File: src/hdl/hidl_pkg.sv
`default_nettype none

package hidl_pkg;

  // default section geometry
  localparam int unsigned DEF_SLOT_COUNT  = 55;
  localparam int unsigned DEF_POLY_COUNT  = 6;
  localparam int unsigned DEF_COEFF_COUNT = 256;

  // operand width of the shared comparator: covers 0..256
  localparam int unsigned CMP_W = 9;

  // comparator request: lt = (a < b)
  typedef struct packed {
    logic [CMP_W-1:0] a;
    logic [CMP_W-1:0] b;
  } cmp_req_t;

endpackage

`default_nettype wire

File: src/hdl/hint_index_list_decoder_core.sv
`default_nettype none

// Channel   Dir  Beat contents
// s_axis    in   tdata[7:0] hint_byte
// m_axis    out  tdata poly_number, word_number, hint_bits; tuser malformed; tlast last
//
// Load: one byte per valid cycle, SLOT_COUNT + POLY_COUNT beats per section.
// Decode: per polynomial a low and a high count check; per used slot a slot RAM
// read, an order check, a range check with bitmap read and a bitmap write; per
// unused slot a zero check. Emit: one bitmap word per cycle while the sink is ready,
// bitmap RAM read bound. Reset needs no clearing pass; valid bits clear as a load ends.
// s_axis_tready is high only while loading; the output register holds a beat
// until taken, and loading of the next section may start meanwhile.
module hint_index_list_decoder_core #(
  parameter int unsigned SLOT_COUNT  = hidl_pkg::DEF_SLOT_COUNT,
  parameter int unsigned POLY_COUNT  = hidl_pkg::DEF_POLY_COUNT,
  parameter int unsigned COEFF_COUNT = hidl_pkg::DEF_COEFF_COUNT
) (
  input  wire logic        clk_i,
  input  wire logic        rst_ni,
  input  wire logic        s_axis_tvalid_i,
  output      logic        s_axis_tready_o,
  input  wire logic [7:0]  s_axis_tdata_i,   // [7:0] hint_byte
  output      logic        m_axis_tvalid_o,
  input  wire logic        m_axis_tready_i,
  output      logic [71:0] m_axis_tdata_o,   // [2:0] poly_number, [4:3] word_number,
                                             // [68:5] hint_bits, [71:69] zero
  output      logic        m_axis_tuser_o,   // [0] malformed
  output      logic        m_axis_tlast_o
);

  localparam int unsigned SAW      = (SLOT_COUNT > 1) ? $clog2(SLOT_COUNT) : 1;
  localparam int unsigned PW       = (POLY_COUNT > 1) ? $clog2(POLY_COUNT) : 1;
  localparam int unsigned BAW      = PW + 2;
  localparam int unsigned BM_DEPTH = 1 << BAW;
  localparam int unsigned SECTION  = SLOT_COUNT + POLY_COUNT;
  localparam int unsigned BPW      = $clog2(SECTION);
  localparam int unsigned WPP      = (COEFF_COUNT + 63) / 64;

  typedef enum logic [3:0] {
    ST_LOAD,
    ST_P_LO,
    ST_P_HI,
    ST_S_ORDER,
    ST_S_RANGE,
    ST_S_WR,
    ST_T_CHK,
    ST_EMIT,
    ST_BAD
  } state_e;

  state_e                state_q, state_d;
  logic [BPW-1:0]        bpos_q, bpos_d;
  logic [PW-1:0]         p_q, p_d;
  logic [1:0]            w_q, w_d;
  logic [7:0]            s_q, s_d;
  logic [7:0]            last_q, last_d;
  logic                  first_q, first_d;
  logic [BM_DEPTH-1:0]   bvalid_q, bvalid_d;
  logic [BAW-1:0]        bm_raddr_q, bm_raddr_d;
  logic                  m_valid_q, m_valid_d;
  logic [2:0]            m_poly_q, m_poly_d;
  logic [1:0]            m_word_q, m_word_d;
  logic [63:0]           m_bits_q, m_bits_d;
  logic                  m_bad_q, m_bad_d;
  logic                  m_last_q, m_last_d;

  logic [7:0]            counts_q [POLY_COUNT];
  logic                  cnt_we;
  logic [BPW-1:0]        cnt_wpos;

  logic                  slot_we, slot_re;
  logic [SAW-1:0]        slot_raddr;
  logic [7:0]            slot_rdata;
  logic                  bm_we, bm_re;
  logic [BAW-1:0]        bm_raddr;
  logic [63:0]           bm_rdata, bm_wdata, bm_word;

  hidl_pkg::cmp_req_t    cmp_req;
  logic                  cmp_lt;

  logic                  in_beat, out_free;
  logic [7:0]            cnt, s_next;
  logic                  emit_last;
  logic [PW-1:0]         p_next;
  logic [1:0]            w_next;

  // index slot store
  hidl_ram #(
    .WIDTH (8),
    .DEPTH (SLOT_COUNT)
  ) u_slot_ram (
    .clk_i   (clk_i),
    .we_i    (slot_we),
    .waddr_i (bpos_q[SAW-1:0]),
    .wdata_i (s_axis_tdata_i),
    .re_i    (slot_re),
    .raddr_i (slot_raddr),
    .rdata_o (slot_rdata)
  );

  // hint bitmap store, {poly, word} addressed
  hidl_ram #(
    .WIDTH (64),
    .DEPTH (BM_DEPTH)
  ) u_bm_ram (
    .clk_i   (clk_i),
    .we_i    (bm_we),
    .waddr_i (bm_raddr_q),
    .wdata_i (bm_wdata),
    .re_i    (bm_re),
    .raddr_i (bm_raddr),
    .rdata_o (bm_rdata)
  );

  hidl_cmp u_cmp (
    .req_i (cmp_req),
    .lt_o  (cmp_lt)
  );

  assign s_axis_tready_o = (state_q == ST_LOAD);
  assign in_beat  = s_axis_tvalid_i && s_axis_tready_o;
  assign out_free = !m_valid_q || m_axis_tready_i;
  assign cnt      = counts_q[p_q];
  assign s_next   = s_q + 8'd1;
  // words never written this section read as zero
  assign bm_word  = bvalid_q[bm_raddr_q] ? bm_rdata : 64'd0;
  assign bm_wdata = bm_word | (64'd1 << last_q[5:0]);

  assign emit_last = (p_q == PW'(POLY_COUNT - 1)) && (w_q == 2'(WPP - 1));
  assign w_next    = (w_q == 2'(WPP - 1)) ? 2'd0 : (w_q + 2'd1);
  assign p_next    = (w_q == 2'(WPP - 1)) ? (p_q + PW'(1)) : p_q;

  assign cnt_wpos  = bpos_q - BPW'(SLOT_COUNT);
  assign cnt_we    = in_beat && (bpos_q >= BPW'(SLOT_COUNT));

  // sequencer
  always_comb begin
    state_d    = state_q;
    bpos_d     = bpos_q;
    p_d        = p_q;
    w_d        = w_q;
    s_d        = s_q;
    last_d     = last_q;
    first_d    = first_q;
    bvalid_d   = bvalid_q;
    bm_raddr_d = bm_raddr_q;
    m_valid_d  = m_valid_q && !m_axis_tready_i;
    m_poly_d   = m_poly_q;
    m_word_d   = m_word_q;
    m_bits_d   = m_bits_q;
    m_bad_d    = m_bad_q;
    m_last_d   = m_last_q;

    slot_we    = 1'b0;
    slot_re    = 1'b0;
    slot_raddr = s_q[SAW-1:0];
    bm_we      = 1'b0;
    bm_re      = 1'b0;
    bm_raddr   = {p_q, w_q};
    cmp_req    = '0;

    unique case (state_q)
      ST_LOAD: begin
        if (in_beat) begin
          slot_we = (bpos_q < BPW'(SLOT_COUNT));
          if (bpos_q == BPW'(SECTION - 1)) begin
            bpos_d   = '0;
            bvalid_d = '0;
            p_d      = '0;
            s_d      = '0;
            state_d  = ST_P_LO;
          end else begin
            bpos_d = bpos_q + BPW'(1);
          end
        end
      end

      // count must not fall below the previous count
      ST_P_LO: begin
        cmp_req.a = {1'b0, cnt};
        cmp_req.b = {1'b0, s_q};
        state_d   = cmp_lt ? ST_BAD : ST_P_HI;
      end

      // count must not exceed the slot total
      ST_P_HI: begin
        cmp_req.a = hidl_pkg::CMP_W'(SLOT_COUNT);
        cmp_req.b = {1'b0, cnt};
        if (cmp_lt) begin
          state_d = ST_BAD;
        end else if (cnt == s_q) begin
          // empty polynomial: move on
          if (p_q == PW'(POLY_COUNT - 1)) begin
            if (cnt == 8'(SLOT_COUNT)) begin
              p_d      = '0;
              w_d      = '0;
              bm_re    = 1'b1;
              bm_raddr = '0;
              bm_raddr_d = '0;
              state_d  = ST_EMIT;
            end else begin
              slot_re = 1'b1;
              state_d = ST_T_CHK;
            end
          end else begin
            p_d     = p_q + PW'(1);
            state_d = ST_P_LO;
          end
        end else begin
          slot_re = 1'b1;
          first_d = 1'b1;
          state_d = ST_S_ORDER;
        end
      end

      // indices strictly increase within a polynomial
      ST_S_ORDER: begin
        cmp_req.a = {1'b0, slot_rdata};
        cmp_req.b = {1'b0, last_q} + hidl_pkg::CMP_W'(1);
        if (!first_q && cmp_lt) begin
          state_d = ST_BAD;
        end else begin
          last_d  = slot_rdata;
          state_d = ST_S_RANGE;
        end
      end

      // index below coefficient count, then fetch its bitmap word
      ST_S_RANGE: begin
        cmp_req.a = hidl_pkg::CMP_W'(COEFF_COUNT - 1);
        cmp_req.b = {1'b0, last_q};
        if (cmp_lt) begin
          state_d = ST_BAD;
        end else begin
          bm_re      = 1'b1;
          bm_raddr   = {p_q, last_q[7:6]};
          bm_raddr_d = {p_q, last_q[7:6]};
          state_d    = ST_S_WR;
        end
      end

      // set the bit, then next slot, next polynomial, the unused-slot check or emit
      ST_S_WR: begin
        bm_we                = 1'b1;
        bvalid_d[bm_raddr_q] = 1'b1;
        first_d              = 1'b0;
        s_d                  = s_next;
        if (s_next == cnt) begin
          if (p_q == PW'(POLY_COUNT - 1)) begin
            if (cnt == 8'(SLOT_COUNT)) begin
              p_d        = '0;
              w_d        = '0;
              bm_re      = 1'b1;
              bm_raddr   = '0;
              bm_raddr_d = '0;
              state_d    = ST_EMIT;
            end else begin
              slot_re    = 1'b1;
              slot_raddr = s_next[SAW-1:0];
              state_d    = ST_T_CHK;
            end
          end else begin
            p_d     = p_q + PW'(1);
            state_d = ST_P_LO;
          end
        end else begin
          slot_re    = 1'b1;
          slot_raddr = s_next[SAW-1:0];
          state_d    = ST_S_ORDER;
        end
      end

      // unused slots must be zero
      ST_T_CHK: begin
        cmp_req.a = '0;
        cmp_req.b = {1'b0, slot_rdata};
        if (cmp_lt) begin
          state_d = ST_BAD;
        end else if (s_next == 8'(SLOT_COUNT)) begin
          p_d        = '0;
          w_d        = '0;
          bm_re      = 1'b1;
          bm_raddr   = '0;
          bm_raddr_d = '0;
          state_d    = ST_EMIT;
        end else begin
          s_d        = s_next;
          slot_re    = 1'b1;
          slot_raddr = s_next[SAW-1:0];
        end
      end

      // stream the bitmap out, one word per free output slot
      ST_EMIT: begin
        if (out_free) begin
          m_valid_d = 1'b1;
          m_poly_d  = 3'(p_q);
          m_word_d  = w_q;
          m_bits_d  = bm_word;
          m_bad_d   = 1'b0;
          m_last_d  = emit_last;
          if (emit_last) begin
            state_d = ST_LOAD;
          end else begin
            p_d        = p_next;
            w_d        = w_next;
            bm_re      = 1'b1;
            bm_raddr   = {p_next, w_next};
            bm_raddr_d = {p_next, w_next};
          end
        end
      end

      ST_BAD: begin
        if (out_free) begin
          m_valid_d = 1'b1;
          m_poly_d  = '0;
          m_word_d  = '0;
          m_bits_d  = '0;
          m_bad_d   = 1'b1;
          m_last_d  = 1'b1;
          state_d   = ST_LOAD;
        end
      end

      default: begin
        state_d = ST_LOAD;
      end
    endcase
  end

  always_ff @(posedge clk_i or negedge rst_ni) begin
    if (!rst_ni) begin
      state_q    <= ST_LOAD;
      bpos_q     <= '0;
      p_q        <= '0;
      w_q        <= '0;
      s_q        <= '0;
      last_q     <= '0;
      first_q    <= 1'b0;
      bvalid_q   <= '0;
      bm_raddr_q <= '0;
      m_valid_q  <= 1'b0;
      m_poly_q   <= '0;
      m_word_q   <= '0;
      m_bits_q   <= '0;
      m_bad_q    <= 1'b0;
      m_last_q   <= 1'b0;
    end else begin
      state_q    <= state_d;
      bpos_q     <= bpos_d;
      p_q        <= p_d;
      w_q        <= w_d;
      s_q        <= s_d;
      last_q     <= last_d;
      first_q    <= first_d;
      bvalid_q   <= bvalid_d;
      bm_raddr_q <= bm_raddr_d;
      m_valid_q  <= m_valid_d;
      m_poly_q   <= m_poly_d;
      m_word_q   <= m_word_d;
      m_bits_q   <= m_bits_d;
      m_bad_q    <= m_bad_d;
      m_last_q   <= m_last_d;
    end
  end

  // per-polynomial cumulative counts
  always_ff @(posedge clk_i) begin
    if (cnt_we) begin
      counts_q[cnt_wpos[PW-1:0]] <= s_axis_tdata_i;
    end
  end

  assign m_axis_tvalid_o = m_valid_q;
  assign m_axis_tdata_o  = {3'b000, m_bits_q, m_word_q, m_poly_q};
  assign m_axis_tuser_o  = m_bad_q;
  assign m_axis_tlast_o  = m_last_q;

endmodule

`default_nettype wire

File: src/hdl/hidl_ram.sv
`default_nettype none

module hidl_ram #(
  parameter int unsigned WIDTH = 8,
  parameter int unsigned DEPTH = 64
) (
  input  wire logic                                    clk_i,
  input  wire logic                                    we_i,
  input  wire logic [(DEPTH > 1 ? $clog2(DEPTH) : 1)-1:0] waddr_i,
  input  wire logic [WIDTH-1:0]                        wdata_i,
  input  wire logic                                    re_i,
  input  wire logic [(DEPTH > 1 ? $clog2(DEPTH) : 1)-1:0] raddr_i,
  output      logic [WIDTH-1:0]                        rdata_o
);

  logic [WIDTH-1:0] mem [DEPTH];

  // one write port, one registered read port
  always_ff @(posedge clk_i) begin
    if (we_i) begin
      mem[waddr_i] <= wdata_i;
    end
    if (re_i) begin
      rdata_o <= mem[raddr_i];
    end
  end

endmodule

`default_nettype wire

File: src/hdl/hidl_cmp.sv
`default_nettype none

module hidl_cmp (
  input  wire hidl_pkg::cmp_req_t req_i,
  output      logic               lt_o
);

  // shared magnitude comparator, used by every validation step
  assign lt_o = (req_i.a < req_i.b);

endmodule

`default_nettype wire

File: config.mk
export PLATFORM = sky130hd
export DESIGN_NAME = hint_index_list_decoder_core
export DESIGN_NICKNAME = d
export VERILOG_FILES = /design/src/hdl/hidl_pkg.sv /design/src/hdl/hint_index_list_decoder_core.sv /design/src/hdl/hidl_ram.sv /design/src/hdl/hidl_cmp.sv
export SDC_FILE = /design/constraint.sdc
export NUM_CORES = 2
export LEC_CHECK = 0
export BUFFER_PORTS_ARGS = -buffer_cell sky130_fd_sc_hd__buf_2
export CAP_MARGIN = 15
export CELL_PAD_IN_SITES_DETAIL_PLACEMENT = 0
export CELL_PAD_IN_SITES_GLOBAL_PLACEMENT = 1
export CORE_MARGIN = 5
export CORE_UTILIZATION = 50
export CTS_CLUSTER_DIAMETER = 100
export DETAILED_ROUTE_END_ITERATION = 7
export GPL_ROUTABILITY_DRIVEN = 1
export PLACE_DENSITY = 0.69
export SYNTH_ARGS = -nofsm -noshare
export SYNTH_HDL_FRONTEND = slang
export SYNTH_HIERARCHICAL = 1
export SYNTH_SLANG_ARGS = --single-unit
File: constraint.sdc
create_clock -name clk_i -period 6.8 [get_ports clk_i]
set_input_delay 0.34 -clock clk_i [delete_from_list [all_inputs] [get_ports clk_i]]
set_output_delay 0.34 -clock clk_i [all_outputs]
set_load 0.05 [all_outputs]
# == After elaboration in Yosys (flattened, before gate mapping) ==
# Memories as Yosys holds them, arrays and structs flattened. A register that Yosys moved wholly into a read port is not among the register bits.
# Index checks and enable logic that the tools add are counted.
# word_totals
regBits,141
ramBits,2536
in_bits,12
output_inout_bits,76
mem_count,3
# mem_list
name,words,word_bits,read_ports,rd_clocked_by_memory_dff,wr,line_no,source
u_bm_ram.mem,32,64,1,1,1,hidl_ram.sv:16,logic [WIDTH-1:0] mem [DEPTH];
u_slot_ram.mem,55,8,1,1,1,hidl_ram.sv:16,
counts_q,6,8,1,0,1,hint_index_list_decoder_core.sv:68,logic [7:0] counts_q [POLY_COUNT];
# classes
n_addsub,6
magnitude_cmp,5
eq_ne,30
n_shift,1
n_mux,130
bitwise_logic,3
reduce_logical,29
# ops
cell,count
two-way mux 64 bit,3
case mux 64 bit (2 select lines),1
two-way mux 5 bit,19
case mux 17 bit (5 select lines),1
two-way mux 32 bit,2
OR 64 bit,1
case mux 32 bit (2 select lines),1
<< shifter 1 x 6 -> 64 bit (first input constant),1
two-way mux 4 bit,13
case mux 5 bit (5 select lines),2
two-way mux 3 bit,15
two-way mux 1 bit,36
two-way mux 6 bit,6
case mux 4 bit (9 select lines),1
two-way mux 8 bit,4
OR 32 bit,1
two-way mux 2 bit,13
!= test 2 bit (second input constant),12
case mux 8 bit (3 select lines),1
== test 4 x 3 -> 1 bit (second input constant),4
== test 8 x 6 -> 1 bit (second input constant),2
== test 8 bit,2
case mux 3 bit (5 select lines),1
case mux 6 bit (2 select lines),1
44 further kinds,61

# == Depth between registers and ports, before layout ==
# An unclocked memory read counts as a cell.
# depth
ltp_word,7
depth_mapped,28
ltp_nobuf,21

# == Cells and area by module ==
# The synthesis kept the hierarchy.
# modules_own_cells
mod,instances,cells_each,area_each_um2,seq_area_each_um2
hidl_ram (u_bm_ram),1,3096,79605.1,63420.8
hidl_ram (u_slot_ram),1,834,17608.1,13452.9
hint_index_list_decoder_core,1,1045,10262.3,4969.8
hidl_cmp,1,30,207.7,0.0

# == Least setup slack after synthesis ==
# OpenSTA, ideal clock, no wires.
# synth_path
kind,reg2reg
startpoint,register state_q[3]
endpoint,"register u_bm_ram.rdata_o[1] (read register of u_bm_ram.mem), data pin"
setup_time_ps,260
arrival_ps,4996
path_slack_ps,1544
stages_incl_launch_ff,22
synth_period_minus_slack_ps,5256
path_cell_list,dfrtp_1 -> clkbuf_1 -> nand2b_1 -> clkbuf_1 -> nor3_1 -> clkbuf_1 -> a221oi_1 -> o31ai_1 -> inv_1 -> ha_1 -> a211oi_2 -> o211ai_1 -> a21oi_1 -> clkbuf_1 -> a2111oi_0 -> a211oi_4 -> a21o_1 -> buf_2 -> buf_2 -> buf_1 -> mux4_2 -> mux2_2
# synth_lines
element,line_no,source
"start, declared",hint_index_list_decoder_core.sv:52,"state_e state_q, state_d;"
"start signal, assigned",hint_index_list_decoder_core.sv:351,state_q <= state_d;
"end, declared",hidl_ram.sv:13,output logic [WIDTH-1:0] rdata_o

==> impl_metrics.yaml <==
power_and_ir_drop:
  ir_worst_vdd_uv: 304
  p_per_area_nw_per_um2: 358
  leakagePower_nw: 38.8
timing:
  rsz0062_at_grt: "false"
  finalMaxSlewViolations: 0
  slew_headroom_pct: 21.1
  fin_skew_ns: 0.0498
  hold_violations: 0
  holdWs_ns: 0.0890
  setup_viol: 0
  max_freq_ghz: 0.158
  min_period_ns: 6.32
  finalCritPeriodShare_pct: 93.0
  fin_setup_tns_ns: 0
  fin_ws_ns: 0.477
  worst_slew_pin_slew_ns: 1.18
critical_path:
  cp-end-kind: "register"
  max_stage_delay_ns: 0.83
  slowest_stage: "dfrtp_1"
  cp_num_cells: 21
  cp.arrival_ns: 6.94
  timing.reg2reg.worst_path_depth: 21
  worst-path-buf-inv: 4
  required_ns: 7.42
  start_kind: "register"
  rrSetupSlack_ns: 0.48
  path_max_fanout: 29
  crit_type: "register to register"
  setup.worst_path.start: "p_q[0]"
  crit_chain: "buf_4 -> mux2_2 -> mux2i_1 -> o21ai_0 -> nand2_1 -> a21oi_1 -> ha_1 -> o21ai_0 -> a21oi_1 -> a21oi_1 -> inv_1 -> and3_1 -> o21ai_0 -> buf_4 -> xnor2_2 -> buf_12 -> mux4_2 -> nor3b_1 -> nor3_1 -> a211oi_1 -> o32ai_1"
  critPathTopFamily: "compound AO/OA/AOI/OAI gates"
  rr_startpoint: "p_q[0]"
clocking:
  cts_tree: "built"
  cts_buffers: 297
  h-tree-depth: 5
  cts_root_buf: "clkbuf_16"
  cts_sinks: 2749
  worstSkewPairLatency_ns: 0.93
  cts_resized: 0
  clockBufferDepth: 4
  clk_pin_slew_ns: 0.06
floorplan:
  fp.dieArea_um2: 225000
  rows: 170
  die_h_um: 474
  core_um2: 214000
  initial_utilization_pct: 50.2
  fp.dieW_um: 474
  pin_count: 88
placement:
  gp_congestion: 0.851
  portBuffers: 84
  dpl.hpwl_um: 150000
  pre_cts_ws_ns: 0.534
  place_area_um2: 113000
drt:
  num_vias: 53912
  routedWlPerCell_um: 33.5
  wirelength_um: 282000
  drc: 0
  avgViaCountPerCell: 6.41
  ant_nets: 0
  detailedRoute.firstPassIterationCount: 5
  initialDrtViolationCount: 6081
synthesis:
  synth_seq_cells: 2749
  yosysWarnings: 6
  syn_area_um2: 108000
  ys.flop_type: "edfxtp_1"
  async_flop_share_pct: 5.13
  synth_area_leader_cell: "edfxtp_1"
  avgSynthCellArea_um2: 21.5
  synth_cell_type_count: 78
  synth_seq_area_share_pct: 76.0
  yosys.area.top_type_share_pct: 72.7
  ys_top_cells_by_area: "edfxtp_1, mux4_2, dfrtp_1"
  synth_edf_count: 2608
  synthCells: 5005
final_layout:
  layout-drive-gt1-share_pct: 28.9
  post-route-util_pct: 57.2
  area_growth_pct: 13.8
  fin_nets: 5387
  final_cell_area_um2: 123000
global_routing:
  grt_pass1_vias: 54039
  grt_start_max_net_pins: 105
  grt_usage_pct: 25.2
  grt.overflow.total: 0
  antenna_found_initial: 5
  grt_pass1_wl_um: 402000
run_status:
  outcome: "completed"
hold_path:
  hold_path.class: "input pin to async pin"
run:
  maxCapViolCount: 0
## placed cells by master, fill, tap and decap left out, types with 9 or more instances in the layout
master and instances:
buf_12 72, mux4_2 706, a22o_1 76, clkinv_2 51
a31oi_1 18, nand2_1 166, nor2_4 32, buf_2 83
a21o_1 9, ha_1 21, o21ai_0 64, nand2b_1 17
a221oi_1 15, o211ai_1 17, edfxtp_1 2608, mux2_2 99
a21oi_1 71, bufinv_16 13, nand3b_1 10, o21ai_1 40
a22oi_1 23, clkbuf_16 304, nor2b_1 16, inv_1 29
clkinv_1 55, buf_4 160, nor2_1 158, clkbuf_8 14
xor2_1 10, nand3_1 39, clkbuf_1 65, xnor2_1 20
dfrtp_1 141, nor3_1 18, o21ai_2 25, o22ai_1 15
mux4_1 11, mux2i_1 95, nand4_1 13
## synthesized netlist by cell type, types with 13 or more instances
cell type / instances
nor2b_1: 16
buf_4: 31
a221oi_1: 15
nor3_1: 18
nand2_1: 166
clkbuf_1: 121
buf_2: 83
a21oi_1: 71
mux2i_1: 96
inv_1: 30
nor2_1: 190
a22o_1: 77
buf_1: 30
mux2_2: 99
nand3_1: 39
xnor2_1: 21
nand2b_1: 17
edfxtp_1: 2608
dfrtp_1: 141
a22oi_1: 23
nand4_1: 13
mux4_2: 706
o21ai_0: 128
a31oi_1: 22
ha_1: 21
o211ai_1: 17
o22ai_1: 15
## what timing repair did
action	4_1_cts	5_1_grt
buffers inserted	0	0
hold buffers	3	3
endpoints found under the hold margin	103	43
## flip-flops by register name, indices dropped and copies added (netlist names), 5 cells and up
name / cells
bm_raddr_q: 5
u_slot_ram/mem: 440
m_bits_q: 64
u_slot_ram/rdata_o: 8
u_bm_ram/mem: 2048
bpos_q: 6
counts_q: 48
bvalid_q: 32
last_q: 8
u_bm_ram/rdata_o: 64
s_q: 8
## power by group
part / total, W / internal (W) / leakage, nW / switching (W)
Combinational: 0.00768 / 0.00278 / 8.58 / 0.00490
Sequential: 0.0211 / 0.0207 / 25.8 / 0.000410
Clock: 0.0151 / 0.00880 / 4.44 / 0.00632
Total: 0.0439 / 0.0323 / 38.8 / 0.0116
## area by class of cell
| class | instances | area (um2) |
|---|---|---|
| repair buffers | 328 | 3220 |
| fillers | 15684 | 91900 |
| multi-input cells | 1947 | 24800 |
| well taps | 2838 | 3550 |
| flip-flops and latches | 2749 | 81800 |
| diodes | 5 | 12.5 |
| clock buffers | 382 | 8030 |
| clock inverters | 133 | 978 |
| inverters | 31 | 119 |
## final timing paths
check / end
worst max register to register: u_slot_ram/rdata_o[7]
worst min register to register: m_bits_q[19]
worst max-delay path: u_slot_ram/rdata_o[7]
worst min-delay path: m_word_q[0]
min in group clk_i: u_slot_ram/mem[17][2]
max in group asynchronous: s_q[1]
## cells by family after synthesis
logic type	Yosys count	share of synthesized area (%)
and+or+nand+nor	535	2.29
AOI/OAI and AO/OA	440	2.75
other	1	0.00348
adders and majority gates	21	0.244
xor gates and xnor gates	31	0.252
DFF	2749	76.0
muxes	916	17.0
buffers and inverters	312	1.43
## through the flow
stage,power (W),std cells
after floorplan,0.0264,5008
after global placement,0.0290,7875
after detailed placement,0.0291,7877
after CTS,0.0442,8395
after global routing,0.0455,8411
final,0.0439,8413
## per-layer routing
| layer | GRT usage, % | vias up | share of wire [%] |
|---|---|---|---|
| met3 | 4.48 | 532 | 8.0 |
| met2 | 40.7 | 2440 | 49 |
| met1 | 35.4 | 29219 | 40 |
| li1 | - | 21719 | - |
| met5 | 0 | - | 0.0043 |
| met4 | 8.02 | 2 | 3.4 |
No activity file was read; power rests on OpenSTA's default activity.
